--- src/sha256_pkg.sv ---
// ----------------------------------------------------------------------------
// SHA-256 package
// Round constants, initial hash values, round functions and shared types.
// ----------------------------------------------------------------------------
package sha256_pkg;

    localparam int unsigned BlockBytes = 64;
    localparam int unsigned Rounds     = 64;
    localparam int unsigned QueueDepth = 2;

    typedef logic [31:0] t_word;

    // Byte item passed from the front part to the back part
    typedef struct packed {
        logic [7:0] data_byte;
        logic       byte_valid;
        logic       last;
    } t_item;

    typedef enum logic [2:0] {
        ST_IDLE,
        ST_PAD,
        ST_ROUND,
        ST_FOLD,
        ST_EMIT
    } t_state;

    localparam t_word Iv [8] = '{
        32'h6a09e667, 32'hbb67ae85, 32'h3c6ef372, 32'ha54ff53a,
        32'h510e527f, 32'h9b05688c, 32'h1f83d9ab, 32'h5be0cd19
    };

    localparam t_word RoundK [64] = '{
        32'h428a2f98, 32'h71374491, 32'hb5c0fbcf, 32'he9b5dba5,
        32'h3956c25b, 32'h59f111f1, 32'h923f82a4, 32'hab1c5ed5,
        32'hd807aa98, 32'h12835b01, 32'h243185be, 32'h550c7dc3,
        32'h72be5d74, 32'h80deb1fe, 32'h9bdc06a7, 32'hc19bf174,
        32'he49b69c1, 32'hefbe4786, 32'h0fc19dc6, 32'h240ca1cc,
        32'h2de92c6f, 32'h4a7484aa, 32'h5cb0a9dc, 32'h76f988da,
        32'h983e5152, 32'ha831c66d, 32'hb00327c8, 32'hbf597fc7,
        32'hc6e00bf3, 32'hd5a79147, 32'h06ca6351, 32'h14292967,
        32'h27b70a85, 32'h2e1b2138, 32'h4d2c6dfc, 32'h53380d13,
        32'h650a7354, 32'h766a0abb, 32'h81c2c92e, 32'h92722c85,
        32'ha2bfe8a1, 32'ha81a664b, 32'hc24b8b70, 32'hc76c51a3,
        32'hd192e819, 32'hd6990624, 32'hf40e3585, 32'h106aa070,
        32'h19a4c116, 32'h1e376c08, 32'h2748774c, 32'h34b0bcb5,
        32'h391c0cb3, 32'h4ed8aa4a, 32'h5b9cca4f, 32'h682e6ff3,
        32'h748f82ee, 32'h78a5636f, 32'h84c87814, 32'h8cc70208,
        32'h90befffa, 32'ha4506ceb, 32'hbef9a3f7, 32'hc67178f2
    };

    function automatic t_word rotr(input t_word x, input int unsigned n);
        return (x >> n) | (x << (32 - n));
    endfunction

    function automatic t_word sig0(input t_word x);
        return rotr(x, 7) ^ rotr(x, 18) ^ (x >> 3);
    endfunction

    function automatic t_word sig1(input t_word x);
        return rotr(x, 17) ^ rotr(x, 19) ^ (x >> 10);
    endfunction

    function automatic t_word bsig0(input t_word x);
        return rotr(x, 2) ^ rotr(x, 13) ^ rotr(x, 22);
    endfunction

    function automatic t_word bsig1(input t_word x);
        return rotr(x, 6) ^ rotr(x, 11) ^ rotr(x, 25);
    endfunction

endpackage

--- src/sha256_if.sv ---
// ----------------------------------------------------------------------------
// SHA-256 stream interfaces
// Valid/ready channels for input bytes and digest words.
// ----------------------------------------------------------------------------
interface sha256_in_if;
    logic       valid;
    logic       ready;
    logic [7:0] data_byte;
    logic       byte_valid;
    logic       last;
    modport source (output valid, data_byte, byte_valid, last, input ready);
    modport sink   (input valid, data_byte, byte_valid, last, output ready);
endinterface

interface sha256_out_if;
    logic        valid;
    logic        ready;
    logic [31:0] digest_word;
    logic [2:0]  word_index;
    logic        last_word;
    modport source (output valid, digest_word, word_index, last_word, input ready);
    modport sink   (input valid, digest_word, word_index, last_word, output ready);
endinterface

--- src/sha256_front.sv ---
// ----------------------------------------------------------------------------
// SHA-256 front end
// Accepts words, drops empty non-last items and queues the rest.
// ----------------------------------------------------------------------------
module sha256_front (
    input  logic                i_clk,
    input  logic                i_rst_n,
    sha256_in_if.sink           s_in,
    output logic                o_item_valid,
    output sha256_pkg::t_item   o_item,
    input  logic                i_item_take
);
    import sha256_pkg::*;

    localparam int unsigned PtrW = $clog2(QueueDepth);

    t_item            r_mem [QueueDepth];
    logic [PtrW-1:0]  r_wr, r_rd;
    logic [PtrW:0]    r_cnt;
    logic             w_push, w_pop, w_keep;

    assign s_in.ready   = (r_cnt != (PtrW+1)'(QueueDepth));
    assign w_keep       = s_in.byte_valid | s_in.last;
    assign w_push       = s_in.valid & s_in.ready & w_keep;
    assign w_pop        = i_item_take & o_item_valid;
    assign o_item_valid = (r_cnt != '0);
    assign o_item       = r_mem[r_rd];

    // Store kept words
    always_ff @(posedge i_clk) begin
        if (w_push) begin
            r_mem[r_wr] <= '{s_in.data_byte, s_in.byte_valid, s_in.last};
        end
    end

    // Advance pointers
    always_ff @(posedge i_clk) begin
        if (!i_rst_n) begin
            r_wr  <= '0;
            r_rd  <= '0;
            r_cnt <= '0;
        end else begin
            if (w_push) r_wr <= r_wr + 1'b1;
            if (w_pop)  r_rd <= r_rd + 1'b1;
            r_cnt <= r_cnt + (PtrW+1)'(w_push) - (PtrW+1)'(w_pop);
        end
    end

    a_cnt_bound: assert property (@(posedge i_clk) disable iff (!i_rst_n)
        r_cnt <= (PtrW+1)'(QueueDepth))
        else $error("queue overflow");
    a_no_pop_empty: assert property (@(posedge i_clk) disable iff (!i_rst_n)
        (r_cnt == '0) |-> !w_pop)
        else $error("pop from empty queue");
    a_full_stalls: assert property (@(posedge i_clk) disable iff (!i_rst_n)
        (r_cnt == (PtrW+1)'(QueueDepth)) |-> !w_push)
        else $error("push into full queue");
endmodule

--- src/sha256_back.sv ---
// ----------------------------------------------------------------------------
// SHA-256 back end
// Buffers bytes, runs one compression round per cycle, pads and emits.
// ----------------------------------------------------------------------------
module sha256_back (
    input  logic                i_clk,
    input  logic                i_rst_n,
    input  logic                i_item_valid,
    input  sha256_pkg::t_item   i_item,
    output logic                o_item_take,
    sha256_out_if.source        m_out
);
    import sha256_pkg::*;

    t_state       r_state, n_state;
    logic [31:0]  r_buf [16];        // block buffer as 16 words
    logic [5:0]   r_cnt;             // bytes in block
    logic [63:0]  r_bits;
    t_word        r_h [8];
    t_word        r_v [8];
    logic [5:0]   r_rnd;
    logic         r_final;           // compression belongs to finish
    logic         r_second;          // length block still to go
    logic         r_pad_due;         // full block ended the message, pad next
    logic [2:0]   r_idx;

    t_word        w_t1, w_t2, w_w;
    logic         w_start_full, w_start_last;
    logic [63:0]  w_len;

    assign w_w  = r_buf[0];
    assign w_t1 = r_v[7] + bsig1(r_v[4]) + ((r_v[4] & r_v[5]) ^ (~r_v[4] & r_v[6]))
                + RoundK[r_rnd] + w_w;
    assign w_t2 = bsig0(r_v[0]) + ((r_v[0] & r_v[1]) ^ (r_v[0] & r_v[2]) ^ (r_v[1] & r_v[2]));
    assign w_len = r_bits + {55'd0, r_cnt, 3'd0};

    // Take an item only when idle
    assign o_item_take  = (r_state == ST_IDLE);
    assign w_start_full = i_item_valid && i_item.byte_valid && (r_cnt == 6'd63);
    assign w_start_last = i_item_valid && i_item.last;

    // Next state
    always_comb begin
        n_state = r_state;
        case (r_state)
            ST_IDLE:  if (w_start_full) n_state = ST_ROUND;
                      else if (w_start_last) n_state = ST_PAD;
            ST_PAD:   n_state = ST_ROUND;
            ST_ROUND: if (r_rnd == 6'd63) n_state = ST_FOLD;
            ST_FOLD:  if (r_second || r_pad_due) n_state = ST_PAD;
                      else if (r_final) n_state = ST_EMIT;
                      else n_state = ST_IDLE;
            ST_EMIT:  if (m_out.ready && r_idx == 3'd7) n_state = ST_IDLE;
            default:  n_state = ST_IDLE;
        endcase
    end

    // Outputs
    always_comb begin
        m_out.valid       = (r_state == ST_EMIT);
        m_out.digest_word = r_h[r_idx];
        m_out.word_index  = r_idx;
        m_out.last_word   = (r_idx == 3'd7);
    end

    always_ff @(posedge i_clk) begin
        if (!i_rst_n) r_state <= ST_IDLE;
        else          r_state <= n_state;
    end

    // Datapath
    always_ff @(posedge i_clk) begin
        if (!i_rst_n) begin
            r_cnt     <= '0;
            r_bits    <= '0;
            r_final   <= 1'b0;
            r_second  <= 1'b0;
            r_pad_due <= 1'b0;
            r_idx     <= '0;
            r_rnd     <= '0;
            for (int i = 0; i < 8; i++) r_h[i] <= Iv[i];
        end else begin
            case (r_state)
                ST_IDLE: begin
                    r_rnd <= '0;
                    for (int i = 0; i < 8; i++) r_v[i] <= r_h[i];
                    if (i_item_valid && i_item.byte_valid) begin
                        r_buf[r_cnt[5:2]][8*(3-r_cnt[1:0]) +: 8] <= i_item.data_byte;
                        r_cnt <= r_cnt + 6'd1;
                        if (r_cnt == 6'd63) r_bits <= r_bits + 64'd512;
                    end
                    r_final   <= w_start_last;
                    r_pad_due <= w_start_full && w_start_last;
                end
                ST_PAD: begin
                    // Pad: 0x80 at count (unless length-only block), zeros, length
                    if (r_second) begin
                        for (int j = 0; j < 14; j++) r_buf[j] <= '0;
                        r_buf[14] <= r_bits[63:32];
                        r_buf[15] <= r_bits[31:0];
                        r_second  <= 1'b0;
                    end else begin
                        for (int j = 0; j < 16; j++) begin
                            for (int b = 0; b < 4; b++) begin
                                if (6'(4*j+b) == r_cnt)
                                    r_buf[j][8*(3-b) +: 8] <= 8'h80;
                                else if (6'(4*j+b) > r_cnt)
                                    r_buf[j][8*(3-b) +: 8] <= 8'h00;
                            end
                        end
                        r_bits <= w_len;
                        if (r_cnt >= 6'd56) begin
                            r_second <= 1'b1;
                        end else begin
                            r_buf[14] <= w_len[63:32];
                            r_buf[15] <= w_len[31:0];
                        end
                        r_cnt <= '0;
                    end
                    r_pad_due <= 1'b0;
                    for (int i = 0; i < 8; i++) r_v[i] <= r_h[i];
                    r_rnd <= '0;
                end
                ST_ROUND: begin
                    // Round with rolling message schedule
                    for (int j = 0; j < 15; j++) r_buf[j] <= r_buf[j+1];
                    r_buf[15] <= sig1(r_buf[14]) + r_buf[9] + sig0(r_buf[1]) + r_buf[0];
                    r_v[7] <= r_v[6]; r_v[6] <= r_v[5]; r_v[5] <= r_v[4];
                    r_v[4] <= r_v[3] + w_t1;
                    r_v[3] <= r_v[2]; r_v[2] <= r_v[1]; r_v[1] <= r_v[0];
                    r_v[0] <= w_t1 + w_t2;
                    r_rnd  <= r_rnd + 6'd1;
                end
                ST_FOLD: begin
                    for (int i = 0; i < 8; i++) r_h[i] <= r_h[i] + r_v[i];
                    r_idx <= '0;
                end
                ST_EMIT: begin
                    if (m_out.ready) begin
                        r_idx <= r_idx + 3'd1;
                        if (r_idx == 3'd7) begin
                            for (int i = 0; i < 8; i++) r_h[i] <= Iv[i];
                            r_bits  <= '0;
                            r_final <= 1'b0;
                        end
                    end
                end
                default: ;
            endcase
        end
    end

    a_take_idle: assert property (@(posedge i_clk) disable iff (!i_rst_n)
        o_item_take |-> (r_state == ST_IDLE))
        else $error("item taken while busy");
    a_emit_final: assert property (@(posedge i_clk) disable iff (!i_rst_n)
        (r_state == ST_EMIT) |-> r_final)
        else $error("digest emitted without finish");
    a_round_end: assert property (@(posedge i_clk) disable iff (!i_rst_n)
        (r_state == ST_ROUND && r_rnd == 6'd63) |=> (r_state == ST_FOLD))
        else $error("round count slip");
endmodule

--- src/sha256_byte_stream_hasher_core.sv ---
// ----------------------------------------------------------------------------
// SHA-256 byte stream hasher core
// Hashes a byte stream and emits the eight-word digest on the last item.
// ----------------------------------------------------------------------------
// Usage:
//   s_in carries one message byte per word (byte_valid) and the last flag.
//   An empty word without last is dropped; an empty word with last finishes
//   the message with the bytes already taken.
//   m_out gives the digest as eight words, index 0 first, last_word on 7.
// Timing:
//   Bytes are taken while the core is idle; every 64th byte starts a
//   compression of 64 rounds plus a fold step, one round per cycle in the
//   shared round unit, and the next byte is taken only after the fold.
//   A last word adds a pad step and one or two compressions, then eight
//   output transfers, one per taken digest word.
//   A two-entry queue lets the source run ahead while the core is busy.
// Reset: synchronous, returns the chaining words to the initial vector and
//   empties the queue and the byte count. A stalled receiver holds the
//   current digest word until it is taken; input stalls once the queue fills.
// ----------------------------------------------------------------------------
module sha256_byte_stream_hasher_core (
    input  logic          i_clk,
    input  logic          i_rst_n,
    sha256_in_if.sink     s_in,
    sha256_out_if.source  m_out
);
    import sha256_pkg::*;

    logic  w_item_valid;
    t_item w_item;
    logic  w_item_take;

    sha256_front u_front (
        .i_clk        (i_clk),
        .i_rst_n      (i_rst_n),
        .s_in         (s_in),
        .o_item_valid (w_item_valid),
        .o_item       (w_item),
        .i_item_take  (w_item_take)
    );

    sha256_back u_back (
        .i_clk        (i_clk),
        .i_rst_n      (i_rst_n),
        .i_item_valid (w_item_valid),
        .i_item       (w_item),
        .o_item_take  (w_item_take),
        .m_out        (m_out)
    );
endmodule

--- src/flat_wrapper.sv ---
// flat-port wrapper written by rule: the top's interface ports become plain ports
module sha256_byte_stream_hasher_core_flat import sha256_pkg::*;
  (i_clk, i_rst_n, s_in_valid, s_in_data_byte, s_in_byte_valid, s_in_last, s_in_ready, m_out_valid, m_out_digest_word, m_out_word_index, m_out_last_word, m_out_ready);
  sha256_in_if s_in_i ();
  sha256_out_if m_out_i ();
  input  logic i_clk;
  input  logic i_rst_n;
  input wire logic [$bits(s_in_i.valid)-1:0] s_in_valid;
  input wire logic [$bits(s_in_i.data_byte)-1:0] s_in_data_byte;
  input wire logic [$bits(s_in_i.byte_valid)-1:0] s_in_byte_valid;
  input wire logic [$bits(s_in_i.last)-1:0] s_in_last;
  output wire logic [$bits(s_in_i.ready)-1:0] s_in_ready;
  output wire logic [$bits(m_out_i.valid)-1:0] m_out_valid;
  output wire logic [$bits(m_out_i.digest_word)-1:0] m_out_digest_word;
  output wire logic [$bits(m_out_i.word_index)-1:0] m_out_word_index;
  output wire logic [$bits(m_out_i.last_word)-1:0] m_out_last_word;
  input wire logic [$bits(m_out_i.ready)-1:0] m_out_ready;
  assign s_in_i.valid = s_in_valid;
  assign s_in_i.data_byte = s_in_data_byte;
  assign s_in_i.byte_valid = s_in_byte_valid;
  assign s_in_i.last = s_in_last;
  assign s_in_ready = s_in_i.ready;
  assign m_out_valid = m_out_i.valid;
  assign m_out_digest_word = m_out_i.digest_word;
  assign m_out_word_index = m_out_i.word_index;
  assign m_out_last_word = m_out_i.last_word;
  assign m_out_i.ready = m_out_ready;
  sha256_byte_stream_hasher_core u_core (.i_clk(i_clk), .i_rst_n(i_rst_n), .s_in(s_in_i), .m_out(m_out_i));
endmodule
--- config.mk ---
export PLATFORM = sky130hd
export DESIGN_NAME = sha256_byte_stream_hasher_core_flat
export DESIGN_NICKNAME = d
export VERILOG_FILES = /design/src/sha256_pkg.sv /design/src/sha256_if.sv /design/src/sha256_front.sv /design/src/sha256_back.sv /design/src/sha256_byte_stream_hasher_core.sv /design/src/flat_wrapper.sv
export SDC_FILE = /design/constraint.sdc
export NUM_CORES = 2
export LEC_CHECK = 0
export BUFFER_PORTS_ARGS = -buffer_cell sky130_fd_sc_hd__buf_4
export CELL_PAD_IN_SITES_DETAIL_PLACEMENT = 1
export CELL_PAD_IN_SITES_GLOBAL_PLACEMENT = 1
export CORE_UTILIZATION = 45
export CTS_BUF_LIST = sky130_fd_sc_hd__clkbuf_16
export DETAILED_ROUTE_END_ITERATION = 10
export HOLD_SLACK_MARGIN = 0.08
export PLACE_DENSITY = 0.77
export SLEW_MARGIN = 20
export SYNTH_ARGS = -nofsm -noshare
export SYNTH_HDL_FRONTEND = slang
export SYNTH_HIERARCHICAL = 1
export SYNTH_SLANG_ARGS = --single-unit
--- constraint.sdc ---
create_clock -name i_clk -period 27 [get_ports i_clk]
set_input_delay 0 -clock i_clk [delete_from_list [all_inputs] [get_ports i_clk]]
set_output_delay 0 -clock i_clk [all_outputs]
set_load 0.05 [all_outputs]
==> flow_metrics.env <==
export IMPL_status="finished, final reports clean"
export IMPL_synthSimpleGateAreaFrac=0.153
export IMPL_use_met3=0.0791
export IMPL_num_rows=152
export IMPL_viasPerCell=6.49
export IMPL_synth_top_family_by_area="compound AO/OA/AOI/OAI gates"
export IMPL_reg2reg_from="u_core/u_back/r_rnd[1]"
export IMPL_yosysTopAreaCell="edfxtp_1"
export IMPL_hpwl_microns=253000
export IMPL_synth_compound_area_frac=0.189
export IMPL_synth_area_mux_share=0.0319
export IMPL_place_gp_congestion=1.04
export IMPL_r2r_cells=32
export IMPL_yosysSeqAreaShare=0.403
export IMPL_max_slew_margin=0.217
export IMPL_r2r_end="u_core/u_back/r_v[0][28]"
export IMPL_setup_worst_path_start="u_core/u_back/r_rnd[1]"
export IMPL_die_width_microns=419
export IMPL_die_height_microns=419
export IMPL_layout_drive_gt1_share=0.0711
export IMPL_multi_input_area_sq_um=44100
export IMPL_tightest_slew_ns=1.17
export IMPL_grt_most_used_layer="met2"
export IMPL_clock_fmax_mhz=91.7
export IMPL_synth_distinct_cells=109
export IMPL_rsz0062_at_grt="false"
export IMPL_first_iter_violations=7271
export IMPL_initial_core_util=0.455
export IMPL_cts_resized=0
export IMPL_synth_edff_count=888
export IMPL_synth_area_top_cells="edfxtp_1 34%, nand2_1 7.4%, ha_1 6.5%, dfxtp_1 6.3%, o21ai_0 5.1%"
export IMPL_grt_max_degree=181
export IMPL_io_buffer_count=51
export IMPL_syn_nets=9056
export IMPL_syn_area_sq_um=78400
export IMPL_critical_path_class="flip-flop to flip-flop"
export IMPL_grt_use_met1=0.443
export IMPL_async_flop_share=0
export IMPL_clock_skew_ns=0.0657
export IMPL_min_period_over_period=0.404
export IMPL_fillers=19600
export IMPL_slowest_stage="ha_1"
export IMPL_vias=69600
export IMPL_start_kind="flip-flop"
export IMPL_area_growth_pct=9.37
export IMPL_synthXorXnorAreaFrac=0.0677
export IMPL_cp_required_ns=27.52
export IMPL_htree_levels=4
export IMPL_finalSetupViolCount=0
export IMPL_core_sq_um=172000
export IMPL_die_area_sq_um=176000
export IMPL_cts_setup_buffers=0
export IMPL_antenna_found_initial=13
export IMPL_synthCells=8441
export IMPL_cts_root_buf="clkbuf_16"
export IMPL_synth_avg_cell_area_sq_um=9.29
export IMPL_synth_top_cell_area_share=0.340
export IMPL_hold_path_class="primary input to flip-flop"
export IMPL_reg2reg_slack_ns=16.09
export IMPL_setup_tns_ns=0
export IMPL_seq_area_sq_um=31600
export IMPL_clkTransAtPathRegs_ns=0.06
export IMPL_min_delay_start="m_out_ready"
export IMPL_cts_num_sinks=1134
export IMPL_hold_buffers=24
export IMPL_grt_pass1_vias=71000
export IMPL_clock_latency_ns=0.83
export IMPL_nets=8908
export IMPL_drv_slew=0
export IMPL_yosys_warnings=6
export IMPL_synthFlopType="edfxtp_1"
export IMPL_cts_buffers=138
export IMPL_grt_overflow=0
export IMPL_grtUsageMet2=0.621
export IMPL_cts_tree="yes"
export IMPL_drc_errors=0
export IMPL_io_pins=52
export IMPL_crit_path_max_incr_delay_ns=1.05
export IMPL_antenna_left=0
export IMPL_synth_seq_cells=1134
export IMPL_first_pass_iters=6
export IMPL_crit_fanout=21
export IMPL_clk_path_buf_depth=3
export IMPL_crit_path_end_kind="flip-flop"
export IMPL_worstPathArrival_ns=11.43
export IMPL_drt_wl_total_microns=339000
export IMPL_worstSetupEndpoint="u_core/u_back/r_v[0][28]"
export IMPL_final_area_sq_um=85700
export IMPL_final_hold_viol_count=0
export IMPL_wl_per_cell_microns=31.6
export IMPL_post_dp_cell_area_sq_um=80900
export IMPL_min_period_ns=10.91
export IMPL_synth_adder_area_share=0.119
export IMPL_grt_pass1_wl_microns=491000
export IMPL_drv_cap=0
export IMPL_grt_use_total=0.381
-- metal layers --
metal | vias to the layer above | wire length [microns] | share of wire
met5 | - | 92 | 0.00027
met4 | 14 | 29600 | 0.087
met3 | 1067 | 26200 | 0.077
met2 | 3169 | 159000 | 0.47
met1 | 35200 | 125000 | 0.37
li1 | 30200 | - | -
-- flip-flops by register name, summed over array words and instances (netlist names), 2 cells and up, named ones only --
register,cells
u_core/u_back/m_out.word_index,3
u_core/u_back/r_bits,61
u_core/u_back/r_buf,512
u_core/u_back/r_cnt,6
u_core/u_back/r_h,256
u_core/u_back/r_rnd,6
u_core/u_back/r_state,3
u_core/u_back/r_v,256
u_core/u_front/r_cnt,2
u_core/u_front/r_mem,20
-- cells in the final DEF (no fill, tap or decap), drive strengths merged, types with 168 or more instances in the layout --
master,n
a21o,186
inv,313
o21ai,835
xor2,174
fa,196
nand3,168
nor2,500
ha,405
a21oi,602
edfxtp,888
buf,172
nand2,1535
dfxtp,246
xnor2,432
-- how the worst min path moves through the flow --
stage,to,cells after the start
global route,flip-flop,4
finish,u_core/u_back/m_out.word_index[2],4
detailed placement,u_core/u_front/r_mem[1][4],1
floorplan,u_core/u_front/r_mem[0][0],0
CTS,u_core/u_back/m_out.word_index[2],4
global placement,u_core/u_front/r_mem[1][4],1
-- cell type report --
type / count / area share
flip-flops and latches: 1134 / 0.369
clock buffers: 141 / 0.0412
inverters: 271 / 0.0119
multi-input cells: 6552 / 0.514
well taps: 2310 / 0.0337
clock inverters: 117 / 0.0120
diodes: 7 / 0.000204
repair buffers: 196 / 0.0182
-- cells in the mapped netlist (32+ instances only) --
cell,n
nand2b_1,65
nor3_1,107
dfxtp_1,246
nor2b_1,63
nand2_1,1535
a31oi_1,76
a22o_1,55
mux4_2,67
o211ai_1,88
a21o_1,184
a211oi_1,88
o21ai_1,32
and2_1,35
ha_1,405
a21oi_1,601
nor2_1,499
edfxtp_1,888
xor2_1,174
and3_1,46
mux2_2,64
nand3_1,167
o21a_1,48
xnor2_1,432
fa_1,196
a22oi_1,46
clkbuf_1,424
buf_1,52
inv_1,264
or3_1,66
o21bai_1,62
o31ai_1,40
o21ai_0,801
nand4_1,50
-- cells by family after synthesis --
kind of cell,Yosys count
muxes,158
xor gates and xnor gates,606
adders and majority gates,631
DFF,1134
buffers and inverters,755
and+or+nand+nor,2759
AOI/OAI and AO/OA,2398
-- stage by stage --
step / std cells / worst slack [ns] / util / hold WS [ns]
final: 10700 / 16.09 / 0.498 / 0.128
after global routing: 10700 / 15.38 / 0.497 / 0.144
after global placement: 10400 / 16.22 / 0.469 / 0.186
after detailed placement: 10400 / 16.09 / 0.470 / 0.190
after floorplan: 8441 / 16.26 / - / 0.0989
after CTS: 10700 / 16.03 / 0.497 / 0.0830
-- worst max-delay path: cells and delay by family (launching register included) --
kind,cells,cell delay [ns]
compound gates,17,4.26
fa+ha+maj,7,3.90
flops,1,0.76
simple gates,3,0.68
buf+inv,3,0.61
xor+xnor,2,0.41
Power is left out: the tool's default activity adds up to more than one toggle a clock period on the data nets, which glitch-free logic cannot reach.
